$ cat config.mk
export PLATFORM = sky130hd
export DESIGN_NAME = errc_ctrl
export DESIGN_NICKNAME = d
export VERILOG_FILES = /design/src/rtl/errc_pkg.sv /design/src/rtl/errc_ctrl.sv
export SDC_FILE = /design/constraint.sdc
export NUM_CORES = 1
export LEC_CHECK = 0
export BUFFER_PORTS_ARGS = -buffer_cell sky130_fd_sc_hd__buf_2
export CAP_MARGIN = 30
export CORE_MARGIN = 2
export CORE_UTILIZATION = 39
export DETAILED_ROUTE_END_ITERATION = 7
export GPL_TIMING_DRIVEN = 0
export PLACE_DENSITY = 0.66
export SLEW_MARGIN = 20
export SYNTH_ARGS = -nofsm -noshare
export SYNTH_HDL_FRONTEND = slang
export SYNTH_SLANG_ARGS = --single-unit
export TNS_END_PERCENT = 10
$ cat constraint.sdc
create_clock -name clk -period 2.1 [get_ports clk]
set_input_delay 0.105 -clock clk [delete_from_list [all_inputs] [get_ports clk]]
set_output_delay 0.105 -clock clk [all_outputs]
set_load 0.02 [all_outputs]
$ cat src/rtl/errc_pkg.sv
package errc_pkg;

	localparam int MEM_DEPTH_DEF = 65536;

	localparam logic [1:0] CMD_LOAD    = 2'd0;
	localparam logic [1:0] CMD_READ    = 2'd1;
	localparam logic [1:0] CMD_EXEC    = 2'd2;
	localparam logic [1:0] CMD_RESTART = 2'd3;

	localparam logic [4:0] OP_ADD = 5'd0;
	localparam logic [4:0] OP_SUB = 5'd1;
	localparam logic [4:0] OP_LSF = 5'd2;
	localparam logic [4:0] OP_RSF = 5'd3;
	localparam logic [4:0] OP_AND = 5'd4;
	localparam logic [4:0] OP_OR  = 5'd5;
	localparam logic [4:0] OP_XOR = 5'd6;
	localparam logic [4:0] OP_LHI = 5'd7;
	localparam logic [4:0] OP_LD  = 5'd8;
	localparam logic [4:0] OP_ST  = 5'd9;
	localparam logic [4:0] OP_JLT = 5'd16;
	localparam logic [4:0] OP_JLE = 5'd17;
	localparam logic [4:0] OP_JEQ = 5'd18;
	localparam logic [4:0] OP_JNE = 5'd19;
	localparam logic [4:0] OP_JIN = 5'd20;
	localparam logic [4:0] OP_HLT = 5'd24;

	// datapath memory port selection
	typedef enum logic [1:0] {
		MA_CMD  = 2'd0,
		MA_PC   = 2'd1,
		MA_ALU1 = 2'd2
	} maddr_sel_t;

	typedef struct packed {
		logic       take_in;
		maddr_sel_t maddr_sel;
		logic       mem_rd;
		logic       mem_wr_cmd;
		logic       mem_wr_st;
		logic       latch_inst;
		logic       latch_ops;
		logic       exec;
		logic       wb_load;
		logic       restart;
		logic       set_res;
	} errc_cmd_t;

	typedef struct packed {
		logic [1:0] cmd;
		logic       halted;
		logic [4:0] opcode;
	} errc_stat_t;

endpackage

$ cat src/rtl/errc_ctrl.sv
module errc_ctrl import errc_pkg::*; (
	input  logic       clk,
	input  logic       arst_n,
	input  logic       s_tvalid,
	output logic       s_tready,
	output logic       m_tvalid,
	input  logic       m_tready,
	input  errc_stat_t stat,
	output errc_cmd_t  ctl
);
	typedef enum logic [6:0] {
		S_IDLE   = 7'b0000001,
		S_DISP   = 7'b0000010,
		S_FETCH  = 7'b0000100,
		S_DEC    = 7'b0001000,
		S_OPS    = 7'b0010000,
		S_EXEC   = 7'b0100000,
		S_LDWB   = 7'b1000000
	} state_t;

	state_t state_q, state_d;
	logic   out_q, done;

	assign s_tready = (state_q == S_IDLE) && (!out_q || m_tready);
	assign m_tvalid = out_q;

	always_comb begin
		ctl = '0;
		ctl.maddr_sel = MA_CMD;
		ctl.take_in = s_tvalid && s_tready;
		state_d = state_q;
		done = 1'b0;
		case (state_q)
			S_IDLE: if (ctl.take_in) state_d = S_DISP;
			S_DISP: begin
				case (stat.cmd)
					CMD_LOAD: begin ctl.mem_wr_cmd = 1'b1; done = 1'b1; end
					CMD_READ: begin ctl.mem_rd = 1'b1; state_d = S_LDWB; end
					CMD_EXEC: begin
						if (stat.halted) done = 1'b1;
						else begin
							ctl.maddr_sel = MA_PC;
							ctl.mem_rd = 1'b1;
							state_d = S_FETCH;
						end
					end
					default: begin ctl.restart = 1'b1; done = 1'b1; end
				endcase
			end
			S_FETCH: begin ctl.latch_inst = 1'b1; state_d = S_DEC; end
			S_DEC:   begin ctl.latch_ops = 1'b1; state_d = S_OPS; end
			S_OPS: begin
				ctl.maddr_sel = MA_ALU1;
				if (stat.opcode == OP_LD) ctl.mem_rd = 1'b1;
				if (stat.opcode == OP_ST) ctl.mem_wr_st = 1'b1;
				state_d = S_EXEC;
			end
			S_EXEC: begin
				ctl.exec = 1'b1;
				if (stat.opcode == OP_LD) ctl.wb_load = 1'b1;
				done = 1'b1;
			end
			S_LDWB: done = 1'b1;
			default: state_d = S_IDLE;
		endcase
		if (done) begin
			ctl.set_res = 1'b1;
			state_d = S_IDLE;
		end
	end

	always_ff @(posedge clk or negedge arst_n) begin
		if (!arst_n) begin
			state_q <= S_IDLE;
			out_q   <= 1'b0;
		end else begin
			state_q <= state_d;
			if (done)
				out_q <= 1'b1;
			else if (m_tready)
				out_q <= 1'b0;
		end
	end
endmodule

==> run metrics, run 1 <==
fraction of registers with async set/reset=1.00; Die Wd=46.3 µm; synthesized-area fraction occupied by xor and xnor cells=0.0251; area share of fa/ha/maj cells after synthesis=0.0717; headroom to the max-slew limit=0.628; number of H-tree levels=1; Floorplan Core Area=0.00171 mm²; Final Hold Violating Endpoints=0; clock tree from TritonCTS=yes; Skew-Pair Late Insertion Delay=260 ps; family of cells with the greatest summed delay on the critical path=simple AND/OR/NAND/NOR gates; sequential fraction of the synthesis area=0.289; area share of the leading cell type in the synthesized netlist=0.251; count of different cell masters after synthesis=31; Post-synth EDFFs=0; clock sink count=8; class of the worst hold path=in2reg; synthesis-to-finish area growth=37.8%; antenna diode instance count=0; largest family of logic cells by synthesized area=simple AND/OR/NAND/NOR gates; sum of negative setup slack=0 ps; worst hold slack after final layout=143 ps; maximum number of pins on one net before global-route repair=10; layout net count=123; total global routing overflow=0; Remaining DRCs=0; leading cell types by total area after synthesis=sky130_fd_sc_hd__dfrtp_1 25%, sky130_fd_sc_hd__nor4b_1 7.5%, sky130_fd_sc_hd__ha_1 7.2%; area of the mapped netlist=roughly 700 µm²; simple logic cell fraction of the synthesized area=0.342; slowest stage cell on the critical path=sky130_fd_sc_hd__or3_4; fraction of the cycle the final worst path needs=0.967; number of antenna-violating nets in the routed design=0; die area=0.00214 mm²; Global Route met3 Usage=0.0471; actual slew at the worst max-slew pin=550 ps; number of DRC violations after detailed-routing iteration 0=8; post-route minimum period=2030 ps; half-perimeter wire length of the detailed placement result=~1200 µm; instance count on the critical path=6; worst clock skew=5.35 ps; mean number of vias per cell=4.99; gate count of the mapped netlist=73; multiplexer share of the synthesized area=0; Max-cap violations=0; Vert. Die Dim=around 46 µm; synthesized netlist net count=between 80 and 90; IR Drop Worst-Case VDD=469 µV; element type at the critical path end=output pin; global-route track usage on met1=0.174; number of synthesized register bits=8; overall power after layout=0.773 mW; global-route wire length before repair=2460 µm; met2 layer usage reported by global route=0.294; vias in the first global route=around 630; placer congestion estimate=0.778; Post-Route WL=1580 µm; leading post-synthesis cells by instance count=7 x sky130_fd_sc_hd__dfrtp_1, 7 x sky130_fd_sc_hd__inv_1, 6 x sky130_fd_sc_hd__nor4b_1; crit-path cells=buf_6 > or3_4 > or3_4 > nor2_4 > a31o_4 > buf_6; Placement Setup Slack=roughly 210 ps; root buf cell=sky130_fd_sc_hd__clkbuf_4; Slew Viols, Final=0; initial cell density of the core=0.409; run status=complete, no violations; Warnings, synthesis=0; Pleak=between 0.5 and 0.6 nW; utilization after layout=0.563; filler cell count in the final layout=173; compound-gate portion of the synthesized area=0.167; number of iterations in the first detailed-routing pass=4; buffers and inverters on the worst path=2; number of buffers inserted during clock tree synthesis=3; sequential cell area in the final layout=201 µm²; peak fanout along the critical path=9; CTS clock-pin slew for the worst setup and hold paths=60 ps; fraction of final layout cells sized beyond drive strength 1=0.472; power per standard cell area=803 mW/mm²; synthesized area per cell=9.56 µm²; Yosys top cell by area=sky130_fd_sc_hd__dfrtp_1; DR vias=654; final setup slack of the worst path=69.5 ps; Top FF cell, synth=sky130_fd_sc_hd__dfrtp_1; multi-input combinational cell area=approximately 460 µm²; number of cell rows=15; num ports=26; initial antenna violation count=0; Tot GR Track Use=0.161; Port Buf Inserts=25; depth of the worst hold-timing path=3; CTS Buffer Depth=2; element type at the critical path start=flip-flop; Max Clk Rate=0.492 GHz; path type of the worst setup path=reg2out; critical path's largest stage delay=430 ps; per-cell routed wire length=12.1 µm; Top Usage Layer GRT=met2; reg2reg path depth=5; required time worst endpoint=2000 ps; Setup Viol. Count Final=0; arrival time worst endpoint=about 1900 ps
-- layer usage --
| layer | share of wire | routed length (µm) | vias to the layer above |
|---|---|---|---|
| met1 | 0.43 | 684 | 301 |
| li1 | - | - | 325 |
| met3 | 0.051 | 80 | 2 |
| met4 | 0.0070 | 11 | 0 |
| met5 | 0 | 0 | - |
| met2 | 0.51 | 804 | 26 |
-- cell families (layout without fill, tap and decap cells) --
group / Yosys count / count (layout)
AO/OA/AOI/OAI: 15 / 15
XOR/XNOR: 2 / 2
adder cells (fa/ha/maj): 4 / 4
buffers and inverters: 13 / 46
flip-flops: 8 / 8
AND/OR/NAND/NOR: 31 / 31
-- metrics by stage --
step	cell area, µm²	cells
4_1_cts	926	128
3_3_place_gp	855	123
6_report	962	131
3_5_place_dp	855	123
5_1_grt	962	131
2_1_floorplan	698	73
-- flip-flops by register name, summed over array words and instances (netlist names) --
register and count:
state_q 7, m_tvalid 1
-- worst min-delay path: cells and delay by family --
family          cells  cell delay, ps
buf+inv             1             110
simple gates        1              70
compound gates      1              70
-- final timing paths --
path | startpoint | endpoint | slack [ps]
max reg2reg | state_q[4] | state_q[6] | 250
max | state_q[4] | ctl[8] | 70
min in group asynchronous | arst_n | state_q[4] | 210
max in group asynchronous | arst_n | state_q[0] | 1640
min | s_tvalid | state_q[1] | 140
min reg2reg | state_q[3] | state_q[3] | 530
-- power by group --
part	internal [mW]	leakage [nW]	switching, mW
Clock	0.0729	0.0150	0.0557
Combinational	0.189	0.395	0.236
Sequential	0.191	0.107	0.0290
-- cells in the final DEF (no fill, tap or decap), types with 3 or more instances in the layout --
cell type / synthesis / routed
sky130_fd_sc_hd__and2_1: 3 / 3
sky130_fd_sc_hd__dfrtp_1: 7 / 7
sky130_fd_sc_hd__buf_4: 2 / 6
sky130_fd_sc_hd__nand2_1: 4 / 4
sky130_fd_sc_hd__buf_6: 2 / 3
sky130_fd_sc_hd__buf_2: 2 / 25
sky130_fd_sc_hd__nand2b_1: 4 / 3
sky130_fd_sc_hd__ha_1: 4 / 4
sky130_fd_sc_hd__a21o_1: 3 / 3
sky130_fd_sc_hd__inv_1: 7 / 7
sky130_fd_sc_hd__a211o_1: 3 / 3
sky130_fd_sc_hd__clkbuf_4: 0 / 3
sky130_fd_sc_hd__nor4b_1: 6 / 6
-- layout make-up --
| class | count | area share |
|---|---|---|
| buffer | 4 | 0.0364 |
| clock buffer | 4 | 0.0273 |
| inverter | 7 | 0.0273 |
| multi-input combinational | 52 | 0.481 |
| sequential | 8 | 0.209 |
| tap | 25 | 0.0325 |
| timing repair buffer | 31 | 0.186 |
-- what timing repair did --
| action | in CTS | in global routing |
|---|---|---|
| gates cloned | 0 | 0 |
| buffers inserted | 0 | 5 |
| endpoints found under the setup margin | 2 | 7 |
| hold buffers | 1 | 0 |
| resized for setup | 8 | 3 |
| pin swaps | 1 | 3 |
| hold endpoints to repair | 8 | 0 |
Power figures use the tool's default switching activity.
==> inputs of run 2 (changes only) <==
--- a/config.mk
+++ b/config.mk
@@ -5,6 +5,7 @@
 export SDC_FILE = /design/constraint.sdc
 export NUM_CORES = 1
 export LEC_CHECK = 0
+export ABC_AREA = 1
 export BUFFER_PORTS_ARGS = -buffer_cell sky130_fd_sc_hd__buf_2
 export CAP_MARGIN = 30
 export CORE_MARGIN = 2
==> run 2 against run 1 <==
- worst setup slack improved by 360 ps
- die area fell by 4.9%
- maximum frequency rose by 22%
- core utilization fell by 1.7 points
- synthesized cell count rose by 37%
==> run metrics, run 2 <==
die area=roughly 0.0020 mm²; sum of negative setup slack=0 ps; Final Hold Violating Endpoints=0; number of buffers inserted during clock tree synthesis=3; class of the worst hold path=in2reg; num ports=26; layout net count=147; Vert. Die Dim=45.2 µm; reg2reg path depth=9; Placement Setup Slack=697 ps; element type at the critical path start=flip-flop; clock sink count=8; antenna diode instance count=0; cell area after placement=just over 800 µm²; setup slack of the most critical reg-to-reg path=700 ps; filler cell count in the final layout=166; Max-cap violations=0; CTS clock-pin slew for the worst setup and hold paths=approximately 60 ps; slowest stage cell on the critical path=sky130_fd_sc_hd__dfrtp_1; area of the mapped netlist=661 µm²; DR vias=677; leading post-synthesis cells by instance count=24 x sky130_fd_sc_hd__inv_1, 21 x sky130_fd_sc_hd__nor2_1, 18 x sky130_fd_sc_hd__nand2_1; initial cell density of the core=0.429; fraction of the cycle the final worst path needs=0.793; final setup slack of the worst path=434 ps; endpoint of the worst-slack reg-to-reg timing path=state_q[2]; register with the most flip-flops=state_q; initial antenna violation count=0; power per standard cell area=approximately 870 mW/mm²; element type at the critical path end=output pin; depth of the worst hold-timing path=4; Top FF cell, synth=sky130_fd_sc_hd__dfrtp_1; Max Clk Rate=0.600 GHz; worst clock skew=8.81 ps; number of cell rows=14; summed area of non-filler cells in the final layout=842 µm²; Port Buf Inserts=25; post-cts sizing count=0; Setup Viol. Count Final=0; Pleak=0.528 nW; headroom to the max-slew limit=0.871; Post-synth EDFFs=0; maximum number of pins on one net before global-route repair=9; leading cell types by total area after synthesis=sky130_fd_sc_hd__dfrtp_1 27%, sky130_fd_sc_hd__inv_1 14%, sky130_fd_sc_hd__nor2_1 12%; Die Wd=45.2 µm; Slew Viols, Final=0; most frequent standard cell in the layout excluding fill and tap cells=sky130_fd_sc_hd__buf_2; sequential fraction of the synthesis area=0.305; destination of the worst hold path=m_tvalid; highest layer used for signal routing=met4; actual slew at the worst max-slew pin=194 ps; family of cells with the greatest summed delay on the critical path=simple AND/OR/NAND/NOR gates; Tot GR Track Use=0.171; run status=complete, no violations; overall power after layout=0.730 mW; per-cell routed wire length=9.99 µm; vias in the first global route=618; number of synthesized register bits=8; post-route minimum period=1670 ps; Yosys top cell by area=sky130_fd_sc_hd__dfrtp_1; highest-count cells in the layout ignoring fill and taps=25 x sky130_fd_sc_hd__buf_2, 24 x sky130_fd_sc_hd__inv_1, 21 x sky130_fd_sc_hd__nor2_1; setup repair after global routing missed its margin=false; synthesized netlist net count=116; fraction of final layout cells sized beyond drive strength 1=0.277; count of different cell masters after synthesis=18; WL met1=about 670 µm; Reg2Reg Launch Point=state_q[0]; CTS Buffer Depth=2; mean number of vias per cell=around 4.6; arrival time worst endpoint=approximately 1600 ps; clock tree from TritonCTS=yes; max FFs per register=7; critical path's largest stage delay=~430 ps; worst hold slack after final layout=120 ps; Post-CTS Setup Bufs=0; number of iterations in the first detailed-routing pass=3; Remaining DRCs=0; gate count of the mapped netlist=100; global-route wire length before repair=2480 µm; synthesis-to-finish area growth=27.5%; IR Drop Worst-Case VDD=about 540 µV; half-perimeter wire length of the detailed placement result=1260 µm; buffers and inverters on the worst path=2; number of antenna-violating nets in the routed design=0; Skew-Pair Late Insertion Delay=around 270 ps; root buf cell=sky130_fd_sc_hd__clkbuf_4; Warnings, synthesis=0; crit-path cells=nor2_4 > nand2_4 > nor3_4 > inv_2 > nor3_4 > buf_2; placer congestion estimate=0.762; fraction of registers with async set/reset=1.00; detailed route wirelength on metal2=around 670 µm; Post-Route WL=1460 µm; Floorplan Core Area=about 0.0015 mm²; cell with the most instances after synthesis=sky130_fd_sc_hd__inv_1; number of DRC violations after detailed-routing iteration 0=5; path type of the worst setup path=reg2out; total global routing overflow=0; required time worst endpoint=2000 ps; number of H-tree levels=1; cell type with the highest occurrence count on the critical path=sky130_fd_sc_hd__nor3_4; area share of the leading cell type in the synthesized netlist=0.265; length of routed met3 wiring=80 µm; synthesized area per cell=approximately 6.6 µm²; worst hold start=m_tready; peak fanout along the critical path=6
[run 2: where the power goes]
| part | total, mW | switching, mW | leakage (nW) | internal, mW |
|---|---|---|---|---|
| registers | 0.215 | 0.0238 | 0.106 | 0.191 |
| logic | 0.377 | 0.244 | 0.407 | 0.134 |
| clock network | 0.138 | 0.0646 | 0.0150 | 0.0734 |
| total | 0.730 | 0.332 | 0.528 | 0.398 |
[run 2: area by class of cell]
cell class	instances	area [µm²]	area share
tap	16	20.0	0.0238
multi-input combinational	66	358	0.425
sequential	8	201	0.239
clock buffer	4	26.3	0.0312
inverter	25	93.8	0.111
timing repair buffer	26	135	0.160
buffer	1	7.51	0.00892
[run 2: worst reg2reg max path, delay by kind of cell (launching register included)]
family / cells / cell delay (ps)
flops: 1 / 530
simple gates: 6 / 550
buf+inv: 3 / 220
[run 2: kinds of logic (layout without fill, tap and decap cells)]
kind of cell / after synthesis / in the layout / share of synthesized area
adders and majority gates: 4 / 4 / 0.0758
DFF: 8 / 8 / 0.305
buffers and inverters: 26 / 56 / 0.153
AOI/OAI and AO/OA: 4 / 4 / 0.0322
and+or+nand+nor: 58 / 58 / 0.434
[run 2: layer usage]
metal | GRT usage | up-vias
met5 | 0 | -
met4 | 0.0882 | 0
met3 | 0.0440 | 5
met2 | 0.283 | 14
met1 | 0.204 | 299
li1 | - | 359
[run 2: repair_timing]
action                                  CTS  global route
endpoints found under the setup margin    0             0
hold buffers                              1             0
hold endpoints to repair                  8             0
[run 2: worst max-delay path by stage]
stage                     cells past startpoint  slack (ps)    endpoint       start
after floorplan                               5         420      ctl[6]  state_q[5]
after global placement                        6         720      ctl[9]  state_q[5]
after detailed placement                      9         700  state_q[2]  state_q[0]
after CTS                                     6         420      ctl[9]  state_q[5]
after global routing                          6         270      ctl[8]  state_q[1]
final                                         6         430      ctl[9]  state_q[5]
[run 2: stage by stage]
| stage | utilization | instances |
|---|---|---|
| 6_report | 0.546 | 146 |
| 4_1_cts | 0.546 | 146 |
| 5_1_grt | 0.546 | 146 |
| 3_3_place_gp | 0.523 | 141 |
| 2_1_floorplan | - | 100 |
| 3_5_place_dp | 0.523 | 141 |
==> inputs of run 3 (changes only) <==
--- a/config.mk
+++ b/config.mk
@@ -12,7 +12,7 @@
 export CORE_UTILIZATION = 39
 export DETAILED_ROUTE_END_ITERATION = 7
 export GPL_TIMING_DRIVEN = 0
-export PLACE_DENSITY = 0.66
+export PLACE_DENSITY = 0.69
 export SLEW_MARGIN = 20
 export SYNTH_ARGS = -nofsm -noshare
 export SYNTH_HDL_FRONTEND = slang
==> constraint.sdc (replaced) <==
create_clock -name clk -period 1.53 [get_ports clk]
set_input_delay 0.0765 -clock clk [delete_from_list [all_inputs] [get_ports clk]]
set_output_delay 0.0765 -clock clk [all_outputs]
set_load 0.02 [all_outputs]
==> run 3 against run 2 <==
- total power grew 51%
- die area is the same
- the run now ends with setup timing left
- worst setup slack worse by 470 ps
- largest cell class unchanged
- sequential share of layout area fell by 2.5 points
- sequential power increased by 41%
- clock skew shrank 5.7 ps
- clock power up 34%
- hold slack gained 5.7 ps
- critical endpoint is now ctl[11]
- flip-flop and latch count unchanged
- final cell count up 3.4%
- combinational power increased by 63%
- register-to-register slack got worse by 550 ps
==> run metrics, run 3 (same netlist as run 2, synthesis figures left out) <==
num ports=26; path type of the worst setup path=reg2out; setup repair after global routing missed its margin=true; placer congestion estimate=just under 0.8; CTS Buffer Depth=2; worst hold start=m_tready; depth of the worst hold-timing path=4; Reg2Reg Launch Point=state_q[0]; arrival time worst endpoint=1490 ps; Remaining DRCs=0; register with the most flip-flops=state_q; Floorplan Core Area=0.00154 mm²; setup slack of the most critical reg-to-reg path=150 ps; endpoint of the worst-slack reg-to-reg timing path=state_q[2]; post-route minimum period=1560 ps; half-perimeter wire length of the detailed placement result=around 1200 µm; number of buffers inserted during clock tree synthesis=3; Max Clk Rate=between 0.6 and 0.7 GHz; Tot GR Track Use=0.175; violated checks=setup timing; power per standard cell area=about 1200 mW/mm²; sequential cell area in the final layout=201 µm²; destination of the worst hold path=m_tvalid; Skew-Pair Late Insertion Delay=approximately 260 ps; actual slew at the worst max-slew pin=199 ps; Die Wd=45.2 µm; DR vias=approximately 700; Post-Route WL=around 1500 µm; per-cell routed wire length=10.2 µm; mean number of vias per cell=4.66; cell type with the highest occurrence count on the critical path=sky130_fd_sc_hd__inv_1; critical path's largest stage delay=roughly 540 ps; Setup Viol. Count Final=2; fraction of the cycle the final worst path needs=1.02; root buf cell=sky130_fd_sc_hd__clkbuf_4; initial cell density of the core=0.429; overall power after layout=1.10 mW; number of antenna-violating nets in the routed design=0; IR Drop Worst-Case VDD=975 µV; Port Buf Inserts=25; run status=complete, but fails checks; Vert. Die Dim=45.2 µm; filler cell count in the final layout=149; worst clock skew=3.07 ps; Final Hold Violating Endpoints=0; reg2reg path depth=9; maximum number of pins on one net before global-route repair=9; fraction of final layout cells sized beyond drive strength 1=0.385; vias in the first global route=680; Pleak=0.555 nW; slowest stage cell on the critical path=sky130_fd_sc_hd__dfstp_2; crit-path cells=inv_1 > nor2_1 > nand2_1 > nor2_4 > nand3_1 > inv_1 > buf_2; worst hold slack after final layout=125 ps; element type at the critical path end=output pin; die area=0.00204 mm²; Slew Viols, Final=0; number of cell rows=14; number of iterations in the first detailed-routing pass=4; peak fanout along the critical path=3; total global routing overflow=0; multi-input combinational cell area=394 µm²; class of the worst hold path=in2reg; max FFs per register=7; antenna diode instance count=0; initial antenna violation count=0; CTS clock-pin slew for the worst setup and hold paths=~60 ps; number of DRC violations after detailed-routing iteration 0=11; element type at the critical path start=flip-flop; synthesis-to-finish area growth=42.6%; clock sink count=8; highest-count cells in the layout ignoring fill and taps=24 x sky130_fd_sc_hd__inv_1, 16 x sky130_fd_sc_hd__buf_2, 15 x sky130_fd_sc_hd__nor2_1, 15 x sky130_fd_sc_hd__nand2_1, 14 x sky130_fd_sc_hd__buf_4; required time worst endpoint=1450 ps; Max-cap violations=0; final setup slack of the worst path=-32.0 ps; headroom to the max-slew limit=0.867; most frequent standard cell in the layout excluding fill and tap cells=sky130_fd_sc_hd__inv_1; clock tree from TritonCTS=yes; number of H-tree levels=1; layout net count=152; global-route wire length before repair=2660 µm
==> run 3: changes by cell type in the layout (fill, tap and decap cells not counted), moves of 3 or more <==
cell                      delta
sky130_fd_sc_hd__buf_2       -9
sky130_fd_sc_hd__buf_4      +13
sky130_fd_sc_hd__nand2_1     -3
sky130_fd_sc_hd__nand2_2     +3
sky130_fd_sc_hd__nor2_1      -6
sky130_fd_sc_hd__nor2_2      +5
==> run 3: power by group <==
group / total [mW] / switching, mW / internal, mW
Clock: 0.185 / 0.0847 / 0.101
Combinational: 0.616 / 0.366 / 0.250
Sequential: 0.304 / 0.0415 / 0.263
Total: 1.10 / 0.492 / 0.613
==> run 3: worst max-delay path, delay by kind of cell (launching register included) <==
kind,cells,cell delay [ps]
DFF,1,540
and+or+nand+nor,4,390
buffers and inverters,3,290
==> run 3: repair_timing <==
item,4_1_cts,5_1_grt
endpoints found under the hold margin,8,0
buffers inserted,4,1
setup endpoints to repair,8,12
pin swaps,5,3
resized for setup,10,11
hold buffers,1,0
==> run 3: per-stage QoR <==
stage / setup slack, ps / instance area (µm²) / util / cells / TNS, ps
global route: -132 / 942 / 0.611 / 151 / -660
CTS: -43.0 / 903 / 0.586 / 150 / -188
detailed placement: 148 / 811 / 0.526 / 141 / 0
floorplan: -53.8 / 666 / - / 100 / -53.8
global placement: 150 / 811 / 0.526 / 141 / 0
finish: -32.0 / 942 / 0.611 / 151 / -58.2
==> run 3: area by class of cell <==
cell class / count / area share
multi-input cells: 66 / 0.418
flip-flops and latches: 8 / 0.214
repair buffers: 31 / 0.211
inverters: 25 / 0.0996
clock buffers: 4 / 0.0279
well taps: 16 / 0.0212
plain buffers: 1 / 0.00797
==> run 3: how the worst max path moves through the flow <==
stage               startpoint  depth (start not counted)         end
detailed placement  state_q[0]                          9  state_q[2]
CTS                 state_q[6]                          6      ctl[9]
floorplan           state_q[5]                          5      ctl[8]
global route        state_q[0]                          7     ctl[11]
finish              state_q[0]                          7     ctl[11]
global placement    state_q[0]                          9  state_q[2]
==> run 3: metal layers <==
metal	vias up	track usage	wire length, µm
met4	0	0.0353	0
met1	315	0.214	704
li1	370	-	-
met2	18	0.314	752
met3	0	0.0360	76
met5	-	0	0
